==> config.mk <==
export PLATFORM = sky130hd
export DESIGN_NAME = xtea3_block_cipher
export DESIGN_NICKNAME = d
export VERILOG_FILES = /design/src/rtl/core/xtea3_pkg.sv /design/src/rtl/core/xtea3_block_cipher.sv /design/src/rtl/core/xtea3_ctrl.sv /design/src/rtl/core/xtea3_dp.sv
export SDC_FILE = /design/constraint.sdc
export NUM_CORES = 2
export LEC_CHECK = 0
export BUFFER_PORTS_ARGS = -buffer_cell sky130_fd_sc_hd__buf_2
export CAP_MARGIN = 40
export CORE_MARGIN = 8
export CORE_UTILIZATION = 40
export CTS_CLUSTER_DIAMETER = 80
export DETAILED_ROUTE_END_ITERATION = 7
export PLACE_DENSITY = 0.62
export SLEW_MARGIN = 20
export SYNTH_ARGS = -nofsm -noshare
export SYNTH_HDL_FRONTEND = slang
export SYNTH_SLANG_ARGS = --single-unit
==> constraint.sdc <==
create_clock -name clk -period 10.12 [get_ports clk]
set_input_delay 3.036 -clock clk [delete_from_list [all_inputs] [get_ports clk]]
set_output_delay 3.036 -clock clk [all_outputs]
set_load 0.01 [all_outputs]
==> src/rtl/core/xtea3_pkg.sv <==
`default_nettype none

package xtea3_pkg;

  // Round sum increment
  localparam logic [31:0] DELTA = 32'h9E3779B9;

  // Configuration register indexes
  localparam int unsigned CFG_IDX_W = 3;
  localparam logic [7:0] ROUNDS_RESET = 8'd32;

  typedef enum logic [CFG_IDX_W-1:0] {
    REG_KEY01  = 3'd0,
    REG_KEY23  = 3'd1,
    REG_KEY45  = 3'd2,
    REG_KEY67  = 3'd3,
    REG_ROUNDS = 3'd4
  } cfg_index_t;

  // Request type
  localparam logic REQ_ENCIPHER = 1'b0;
  localparam logic REQ_DECIPHER = 1'b1;

  // Eight 32-bit key words, word 0 in the low bits
  typedef logic [7:0][31:0] key_t;

  // Controller states
  typedef enum logic [1:0] {
    ST_IDLE,
    ST_RUN,
    ST_FINISH
  } state_t;

  // Controller to datapath commands
  typedef struct packed {
    logic load;
    logic step;
    logic finish;
  } cmd_t;

  // Rotate left by 0..31
  function automatic logic [31:0] rotl32(input logic [31:0] x, input logic [4:0] s);
    logic [63:0] t;
    t = {x, x} << s;
    return t[63:32];
  endfunction

  // Round mixing function
  function automatic logic [31:0] mix(input logic [31:0] x, input logic [31:0] y,
                                      input logic [31:0] s, input logic [1:0] sel,
                                      input key_t k);
    logic [31:0] p;
    logic [31:0] q;
    p = {x[27:0], 4'b0000} + rotl32(k[{1'b1, sel}], x[4:0]);
    q = {5'b00000, x[31:5]} + rotl32(k[{1'b0, sel}], x[31:27]);
    return p ^ (y + s) ^ q;
  endfunction

endpackage

`default_nettype wire

==> src/rtl/core/xtea3_block_cipher.sv <==
`default_nettype none

// An accepted request is loaded, then runs R rounds in ST_RUN (R = round_count);
// ST_FINISH then writes the output register and sets out_valid. A new request is
// taken only back in ST_IDLE; the single round unit runs one full round per clock.
// The result sits in an output register, so a stalled result never stalls the rounds.
// Reset (rst, synchronous): key registers clear to zero, round_count to 32,
// controller goes idle and out_valid drops.

module xtea3_block_cipher (
  input  wire logic        clk,
  input  wire logic        rst,
  input  wire logic        wr_en,
  input  wire logic [2:0]  wr_index,
  input  wire logic [63:0] wr_data,
  input  wire logic        in_valid,
  output logic             in_stall,
  input  wire logic        req_type,
  input  wire logic [31:0] in_word0,
  input  wire logic [31:0] in_word1,
  input  wire logic [31:0] in_word2,
  input  wire logic [31:0] in_word3,
  output logic             out_valid,
  input  wire logic        out_stall,
  output logic [31:0]      out_word0,
  output logic [31:0]      out_word1,
  output logic [31:0]      out_word2,
  output logic [31:0]      out_word3
);

  logic [63:0]       key_words_0_1;
  logic [63:0]       key_words_2_3;
  logic [63:0]       key_words_4_5;
  logic [63:0]       key_words_6_7;
  logic [7:0]        round_count;
  xtea3_pkg::key_t   key;
  xtea3_pkg::cmd_t   cmd;

  // Configuration registers; unknown indexes drop the write
  always_ff @(posedge clk) begin
    if (rst) begin
      key_words_0_1 <= 64'd0;
      key_words_2_3 <= 64'd0;
      key_words_4_5 <= 64'd0;
      key_words_6_7 <= 64'd0;
      round_count   <= xtea3_pkg::ROUNDS_RESET;
    end else if (wr_en) begin
      unique case (xtea3_pkg::cfg_index_t'(wr_index))
        xtea3_pkg::REG_KEY01:  key_words_0_1 <= wr_data;
        xtea3_pkg::REG_KEY23:  key_words_2_3 <= wr_data;
        xtea3_pkg::REG_KEY45:  key_words_4_5 <= wr_data;
        xtea3_pkg::REG_KEY67:  key_words_6_7 <= wr_data;
        xtea3_pkg::REG_ROUNDS: round_count   <= wr_data[7:0];
        default: ;
      endcase
    end
  end

  assign key = {key_words_6_7, key_words_4_5, key_words_2_3, key_words_0_1};

  xtea3_ctrl u_ctrl (
    .clk       (clk),
    .rst       (rst),
    .in_valid  (in_valid),
    .in_stall  (in_stall),
    .out_valid (out_valid),
    .out_stall (out_stall),
    .rounds    (round_count),
    .cmd       (cmd)
  );

  xtea3_dp u_dp (
    .clk       (clk),
    .cmd       (cmd),
    .req_type  (req_type),
    .in_word0  (in_word0),
    .in_word1  (in_word1),
    .in_word2  (in_word2),
    .in_word3  (in_word3),
    .key       (key),
    .rounds    (round_count),
    .out_word0 (out_word0),
    .out_word1 (out_word1),
    .out_word2 (out_word2),
    .out_word3 (out_word3)
  );

endmodule

`default_nettype wire

==> src/rtl/core/xtea3_ctrl.sv <==
`default_nettype none

module xtea3_ctrl (
  input  wire logic              clk,
  input  wire logic              rst,
  input  wire logic              in_valid,
  output logic                   in_stall,
  output logic                   out_valid,
  input  wire logic              out_stall,
  input  wire logic [7:0]        rounds,
  output xtea3_pkg::cmd_t        cmd
);

  xtea3_pkg::state_t state;
  xtea3_pkg::state_t state_next;
  logic [7:0]        cnt;
  logic              out_take;
  logic              out_free;

  assign in_stall = (state != xtea3_pkg::ST_IDLE);
  assign out_take = out_valid && !out_stall;
  assign out_free = !out_valid || out_take;

  // State register
  always_ff @(posedge clk) begin
    if (rst) begin
      state <= xtea3_pkg::ST_IDLE;
    end else begin
      state <= state_next;
    end
  end

  // Next state and commands
  always_comb begin
    state_next = state;
    cmd        = '0;
    unique case (state)
      xtea3_pkg::ST_IDLE: begin
        if (in_valid) begin
          cmd.load   = 1'b1;
          state_next = (rounds == 8'd0) ? xtea3_pkg::ST_FINISH : xtea3_pkg::ST_RUN;
        end
      end
      xtea3_pkg::ST_RUN: begin
        cmd.step = 1'b1;
        if (cnt == 8'd1) begin
          state_next = xtea3_pkg::ST_FINISH;
        end
      end
      xtea3_pkg::ST_FINISH: begin
        if (out_free) begin
          cmd.finish = 1'b1;
          state_next = xtea3_pkg::ST_IDLE;
        end
      end
      default: begin
        state_next = xtea3_pkg::ST_IDLE;
      end
    endcase
  end

  // Count remaining rounds
  always_ff @(posedge clk) begin
    if (rst) begin
      cnt <= 8'd0;
    end else if (cmd.load) begin
      cnt <= rounds;
    end else if (cmd.step) begin
      cnt <= cnt - 8'd1;
    end
  end

  // Hold the result valid until taken
  always_ff @(posedge clk) begin
    if (rst) begin
      out_valid <= 1'b0;
    end else if (cmd.finish) begin
      out_valid <= 1'b1;
    end else if (out_take) begin
      out_valid <= 1'b0;
    end
  end

`ifndef NO_ASSERTIONS
  a_accept_busy: assert property (@(posedge clk) disable iff (rst)
    (in_valid && !in_stall) |=> (state != xtea3_pkg::ST_IDLE))
    else $error("request accepted but controller stayed idle");

  a_finish_valid: assert property (@(posedge clk) disable iff (rst)
    cmd.finish |=> out_valid)
    else $error("finished result not marked valid");

  a_run_count: assert property (@(posedge clk) disable iff (rst)
    (state == xtea3_pkg::ST_RUN) |-> (cnt != 8'd0))
    else $error("round counter empty while running");

  a_cmd_onehot: assert property (@(posedge clk) disable iff (rst)
    $onehot0({cmd.load, cmd.step, cmd.finish}))
    else $error("more than one datapath command at once");
`endif

endmodule

`default_nettype wire

==> src/rtl/core/xtea3_dp.sv <==
`default_nettype none

module xtea3_dp (
  input  wire logic              clk,
  input  wire xtea3_pkg::cmd_t   cmd,
  input  wire logic              req_type,
  input  wire logic [31:0]       in_word0,
  input  wire logic [31:0]       in_word1,
  input  wire logic [31:0]       in_word2,
  input  wire logic [31:0]       in_word3,
  input  wire xtea3_pkg::key_t   key,
  input  wire logic [7:0]        rounds,
  output logic [31:0]            out_word0,
  output logic [31:0]            out_word1,
  output logic [31:0]            out_word2,
  output logic [31:0]            out_word3
);

  logic        mode;
  logic [31:0] a, b, c, d, sum;
  logic [31:0] sum_init;
  logic [31:0] sum_inc, sum_dec;
  logic [31:0] m0_x, m0_y, m0_s, m1_x, m1_y, m1_s;
  logic [1:0]  m0_sel, m1_sel;
  logic [31:0] m0, m1;

  // Starting sum for decipher
  assign sum_init = xtea3_pkg::DELTA * {24'd0, rounds};

  assign sum_inc = sum + xtea3_pkg::DELTA;
  assign sum_dec = sum - xtea3_pkg::DELTA;

  // Steer the two mixing units by direction
  always_comb begin
    if (mode == xtea3_pkg::REQ_ENCIPHER) begin
      m0_x = b;  m0_y = d;  m0_s = sum;     m0_sel = sum[1:0];
      m1_x = d;  m1_y = b;  m1_s = sum_inc; m1_sel = sum_inc[12:11];
    end else begin
      m0_x = a;  m0_y = c;  m0_s = sum_dec; m0_sel = sum_dec[1:0];
      m1_x = c;  m1_y = a;  m1_s = sum;     m1_sel = sum[12:11];
    end
  end

  assign m0 = xtea3_pkg::mix(m0_x, m0_y, m0_s, m0_sel, key);
  assign m1 = xtea3_pkg::mix(m1_x, m1_y, m1_s, m1_sel, key);

  // Load with whitening, then advance one round per step
  always_ff @(posedge clk) begin
    if (cmd.load) begin
      mode <= req_type;
      if (req_type == xtea3_pkg::REQ_ENCIPHER) begin
        a   <= in_word0 + key[0];
        b   <= in_word1 + key[1];
        c   <= in_word2 + key[2];
        d   <= in_word3 + key[3];
        sum <= 32'd0;
      end else begin
        a   <= in_word0 ^ key[4];
        b   <= in_word1 ^ key[5];
        c   <= in_word2 ^ key[6];
        d   <= in_word3 ^ key[7];
        sum <= sum_init;
      end
    end else if (cmd.step) begin
      if (mode == xtea3_pkg::REQ_ENCIPHER) begin
        a   <= b;
        b   <= c + m1;
        c   <= d;
        d   <= a + m0;
        sum <= sum_inc;
      end else begin
        a   <= d - m0;
        b   <= a;
        c   <= b - m1;
        d   <= c;
        sum <= sum_dec;
      end
    end
  end

  // Apply the final key words into the output register
  always_ff @(posedge clk) begin
    if (cmd.finish) begin
      if (mode == xtea3_pkg::REQ_ENCIPHER) begin
        out_word0 <= a ^ key[4];
        out_word1 <= b ^ key[5];
        out_word2 <= c ^ key[6];
        out_word3 <= d ^ key[7];
      end else begin
        out_word0 <= a - key[0];
        out_word1 <= b - key[1];
        out_word2 <= c - key[2];
        out_word3 <= d - key[3];
      end
    end
  end

endmodule

`default_nettype wire

# Word level (Yosys, flattened, before mapping)
# Index checks and enable logic that the tools add are counted.
# W data, S select, Z words.
# totals
register_bits,564
latch_bits,0
ram_bits,0
rom_bits,0
input_bits,201
out_inout_bits,130
elab_cells,138
memories,0
# classes
add_sub_neg,21
n_mul,1
n_div,0
n_lt_le_gt_ge,4
n_eq_ne,10
shift,4
n_mux,52
bitwise_logic,12
n_reduce_logical,16
# op_table
operator,count
$mux W32,32
$xor A32 B32 Y32,12
$add A32 B32 Y32,10
$bmux W32 S2,4
$shl A64 B5 Y64,4
$sub A32 B32 Y32,6
$add A27 B32 Y32,2
$add A32 B32 Y32 const B,1
$mul A32 B8 Y32 const A,1
$sub A32 B32 Y32 const B,1
$mux W8,2
$mux W2,6
$reduce_and A2 Y1,5
$eq A8 B1 Y1 const B,1
$logic_not A8 Y1,1
$lt A2 B4 Y1 const B,2
$lt A3 B4 Y1 const B,2
$sub A8 B1 Y8 const B,1
$mux W1,7
$eq A3 B2 Y1 const B,2
$pmux W2 S3,1
$reduce_bool A2 Y1,3
$ne A2 B1 Y1 const B,2
$eq A3 B1 Y1 const B,1
10 further kinds,11

# Depth between registers and ports, before layout
# depth
word_depth,12
ltp_mapped,48
ltp_nobuf,42

# Cells and area by module
# A second synthesis with hierarchy kept.
# unflattened
cells_unflattened,8687
hier_area_um2,71892.7
# modules_own_cells
module,n_inst,cells_per_inst,area_per_inst_um2,seq_area_each_um2
xtea3_dp,1,7676,60754.5,8678.3
xtea3_block_cipher,1,929,10415.0,5285.1
xtea3_ctrl,1,82,723.2,220.2

# Least setup slack after synthesis
# Ideal clock, no wire load.
# synth_path
kind,flip-flop to flip-flop
start,reg u_dp.mode
end,reg u_dp.d[31] (data pin)
setup_time_ps,152
arrival_time_ps,9733
required_ps,9968
setup_slack_ps,236
path_stages_with_launch,48
n_path_buf,9
synth_period_minus_slack_ps,9884
path_cell_list,edfxtp_1 buf_2 inv_1 buf_2 buf_1 clkbuf_1 clkbuf_1 ha_1 buf_2 buf_2 buf_2 buf_2 mux4_2 mux2i_1 mux2i_1 mux2i_1 mux2i_1 nand2_1 [... 12 more ...] and3_1 a21oi_1 a21o_1 a21oi_1 xnor2_1 xnor2_1 ha_1 or2_2 a21oi_1 a211oi_1 o31a_1 nand3_1 a21boi_0 o41ai_1 o21a_1 nor3_1 or4b_2 a31oi_1
# synth_between
elab_chain_len,11
# synth_lines
element,line,source
"start, declared",xtea3_dp.sv:19,logic mode;
"start signal, assigned",xtea3_dp.sv:50,mode <= req_type;
$mux W2,xtea3_dp.sv:35,if (mode == xtea3_pkg::REQ_ENCIPHER) begin
$bmux W32 S2,xtea3_pkg.sv:54,"p = {x[27:0], 4'b0000} + rotl32(k[{1'b1, sel}], x[4:0]);"
$mux W32 (not written as such),xtea3_pkg.sv:54,
$shl A64 B5 Y64,xtea3_pkg.sv:44,"t = {x, x} << s;"
$add A32 B32 Y32,xtea3_pkg.sv:54,
$xor A32 B32 Y32 (2 in a row),xtea3_pkg.sv:56,return p ^ (y + s) ^ q;
$add A32 B32 Y32,xtea3_dp.sv:69,d <= a + m0;
$mux W32 (*),xtea3_dp.sv:65,if (mode == xtea3_pkg::REQ_ENCIPHER) begin
$mux W32 (*),xtea3_dp.sv:64,end else if (cmd.step) begin
$mux W32 (*),xtea3_dp.sv:49,if (cmd.load) begin
"end signal, assigned",xtea3_dp.sv:55,d <= in_word3 + key[3];
"end signal, assigned",xtea3_dp.sv:61,d <= in_word3 ^ key[7];
"end signal, assigned",xtea3_dp.sv:69,
"end, declared",xtea3_dp.sv:20,"logic [31:0] a, b, c, d, sum;"
# Mark *: on every way between the ends. The rest lies on a longest branch, timed or not. The select of a mux whose other input is x is not followed.
# A chain may end at the register's enable or synchronous reset.

# Worst setup path after layout
# layout_path
start,reg u_dp.sum[0]
end,reg u_dp.b[31] (data pin)
# layout_between
elab_chain_len,12
# layout_lines
element,line,source
"start, declared",xtea3_dp.sv:20,
"start signal, assigned",xtea3_dp.sv:62,sum <= sum_init;
"start signal, assigned",xtea3_dp.sv:70,sum <= sum_inc;
"start signal, assigned",xtea3_dp.sv:76,sum <= sum_dec;
$add A32 B32 Y32,xtea3_dp.sv:30,assign sum_inc = sum + xtea3_pkg::DELTA;
$mux W2,xtea3_dp.sv:35,
$bmux W32 S2,xtea3_pkg.sv:54,
$mux W32 (not written as such),xtea3_pkg.sv:54,
$shl A64 B5 Y64,xtea3_pkg.sv:44,
$add A32 B32 Y32,xtea3_pkg.sv:54,
$xor A32 B32 Y32,xtea3_pkg.sv:56,
$xor A32 B32 Y32 (*),xtea3_pkg.sv:56,
$add A32 B32 Y32 (*),xtea3_dp.sv:67,b <= c + m1;
$mux W32 (*),xtea3_dp.sv:65,
$mux W32 (*),xtea3_dp.sv:64,
$mux W32 (*),xtea3_dp.sv:49,
"end signal, assigned",xtea3_dp.sv:53,b <= in_word1 + key[1];
"end signal, assigned",xtea3_dp.sv:59,b <= in_word1 ^ key[5];
"end signal, assigned",xtea3_dp.sv:67,
"end, declared",xtea3_dp.sv:20,
# Marks and branches as above.

==> qor.yml <==
fin_cells: 12120
fin_ws_ns: 0.2903
grt_usage: 0.4147
maxCapViolations: 0
chipWidth_um: 433.0
yosysTopAreaCellShare: 0.1248
dpl.cell_count: 11940
place_hpwl_um: 337800
cts_tree: "yes"
min_from: "round_count[5]"
layout.nets: 10600
place_area_um2: 81330
grt-ovfl-total: 0
avgSynthCellArea_um2: 8.046
place.gp.congestion: 1.097
floorplan.initialDensity: 0.4015
ys_types: 97
ff2ff_path_depth: 48
ys_seq_elements: 564
drtPass1Iterations: 6
worst_path_largest_cell_delay_ns: 0.45
synth_warnings: 0
startpoint_type: "flip-flop"
slew_headroom: 0.1889
regToRegEndpoint: "u_dp.b[31]"
routedWlPerCell_um: 33.57
cts.root.buffer_cell: "clkbuf_16"
final.min_clock_period_ns: 9.830
critPathKind: "reg2reg"
seq_area_um2: 14180
die_area_um2: 187500
grt_pass1_wl_um: 552700
rr_startpoint: "u_dp.sum[0]"
dp_slack_ns: -0.09411
multi_input_area_um2: 52390
hold_path_class: "reg2reg"
synth_area_um2: 69560
drc: 0
maxSlewViolCount: 0
hold_depth: 2
synthArstFlopShare: 0
synth_nets: 9540
vias: 75910
met1_usage: 0.5704
area_growth_syn_to_layout_pct: 21.69
crit_arrival_ns: 10.29
max_freq_mhz: 101.7
worst_pin_slew_ns: 1.217
synthFlopType: "edfxtp_1"
grt_busiest_layer: "met2"
final_area_um2: 84650
period_share: 0.9713
holdPathEnd: "round_count[5]"
dr.first_iter.drc_count: 11020
antenna_found_initial: 48
finalSetupViolations: 0
clk_pin_slew_ns: 0.06
io_buffer_count: 330
numCtsBuffers: 80
hold_viol: 0
clock_skew_ns: 0.03595
critPathMaxFanout: 14
use_met3: 0.1474
ys_seq_area_frac: 0.2039
worst-r2r-setup-slack_ns: 0.29
yosysTopAreaCell: "edfxtp_1"
grt_start_max_net_pins: 132
num_io_pins: 331
synthTopCellsByCount: "nand2_1 (1,368), a21oi_1 (794), ha_1 (614), xnor2_1 (612), mux2i_1 (578)"
die_h_um: 433.0
drt-total-wl_um: 406900
layout-drive-gt1-share: 0.1906
worstSetupEndpointType: "flip-flop"
worstPathRequired_ns: 10.58
ant_nets: 0
core_area_um2: 173200
fill_cells: 17030
status: "finished clean"
crit_slowest_cell: "fa_2"
synthCells: 8645
avgViaCountPerCell: 6.264
synth.most_common_cell: "nand2_1"
fp-row-count: 153
synth_area_leaders: "edfxtp_1 (12%), ha_1 (11%), mux2i_1 (8.3%)"
cts_max_path_buffers: 3
grt_pass1_vias: 70450
worstSkewPairLatency_ns: 0.76
numClockSinks: 564
synth_edf_count: 289
htreeDepth: 3
grt_use_met2: 0.5707
==> critical path: cells and delay by family (launching register included) <==
family,cells,cell delay [ns]
compound gates,20,3.79
xor+xnor,4,0.70
fa+ha+maj,4,1.21
buf+inv,7,1.23
flops,1,0.40
mux,3,0.64
simple gates,10,1.54
==> registers in the layout, indices dropped and copies added, names as in the netlist, 64 cells and up <==
signal,count
key_words_0_1,64
key_words_2_3,64
key_words_4_5,64
key_words_6_7,64
==> layout make-up <==
type | count | share of cell area
diodes | 24 | 0.0007095
clock buffers | 117 | 0.02799
clock inverters | 29 | 0.004479
inverters | 501 | 0.02236
multi-input cells | 7171 | 0.6189
flip-flops and latches | 564 | 0.1676
well taps | 2325 | 0.03437
repair buffers | 1388 | 0.1236
==> logic make-up (layout without fill, tap and decap cells) <==
group | Yosys count | in the layout | synth area share
mux | 755 | 755 | 0.1350
simple gates | 2619 | 2619 | 0.1662
other cells | 0 | 24 | 0
flops | 564 | 564 | 0.2039
fa+ha+maj | 694 | 694 | 0.1335
buf+inv | 910 | 2035 | 0.05060
compound gates | 2174 | 2174 | 0.1927
xor+xnor | 929 | 929 | 0.1182
==> stage by stage <==
step           utilization  hold WS [ns]  TNS [ns]
2_1_floorplan            -        0.4607         0
3_3_place_gp        0.4665        0.4741  -0.03523
3_5_place_dp        0.4695        0.4752   -0.1396
4_1_cts             0.4854        0.4830         0
5_1_grt             0.4883        0.4962  -0.01593
6_report            0.4886        0.4828         0
==> repair_timing <==
| action | CTS | global route |
|---|---|---|
| setup buffers | 1 | 7 |
| gates resized for setup | 2 | 85 |
| hold buffers | 0 | 0 |
| pin swaps | 1 | 9 |
| gates cloned | 0 | 2 |
| endpoints found under the setup margin | 2 | 16 |
==> worst max path at each step <==
stage | startpoint | to | slack [ns]
finish | u_dp.sum[0] | u_dp.b[31] | 0.29
detailed placement | u_dp.mode | u_dp.a[31] | -0.09
CTS | u_dp.mode | u_dp.d[31] | 0.02
floorplan | u_dp.mode | u_dp.d[31] | 0.24
global placement | u_dp.mode | u_dp.a[31] | -0.04
global route | u_dp.sum[0] | u_dp.b[31] | -0.01
==> layout by cell type (no fill, tap or decap), types with 143 or more instances in the layout <==
cell	n
buf_2	341
edfxtp_1	289
nand3_1	144
xor2_1	309
o21ai_0	459
nor3_1	185
nand2_1	1363
xnor2_1	607
buf_4	971
ha_1	612
mux2i_1	554
nor2_1	439
mux4_2	143
inv_1	485
a21oi_1	779
dfxtp_1	275
==> per-layer routing <==
| metal | part of all wire | up-vias | wire [um] |
|---|---|---|---|
| li1 | - | 33060 | - |
| met1 | 0.41 | 37040 | 168500 |
| met2 | 0.39 | 4896 | 158000 |
| met3 | 0.14 | 881 | 55070 |
| met4 | 0.061 | 28 | 24790 |
| met5 | 0.0013 | - | 540 |
Power is not shown: default switching activity piles up to over one toggle a cycle in this logic, so the estimate is an artifact.
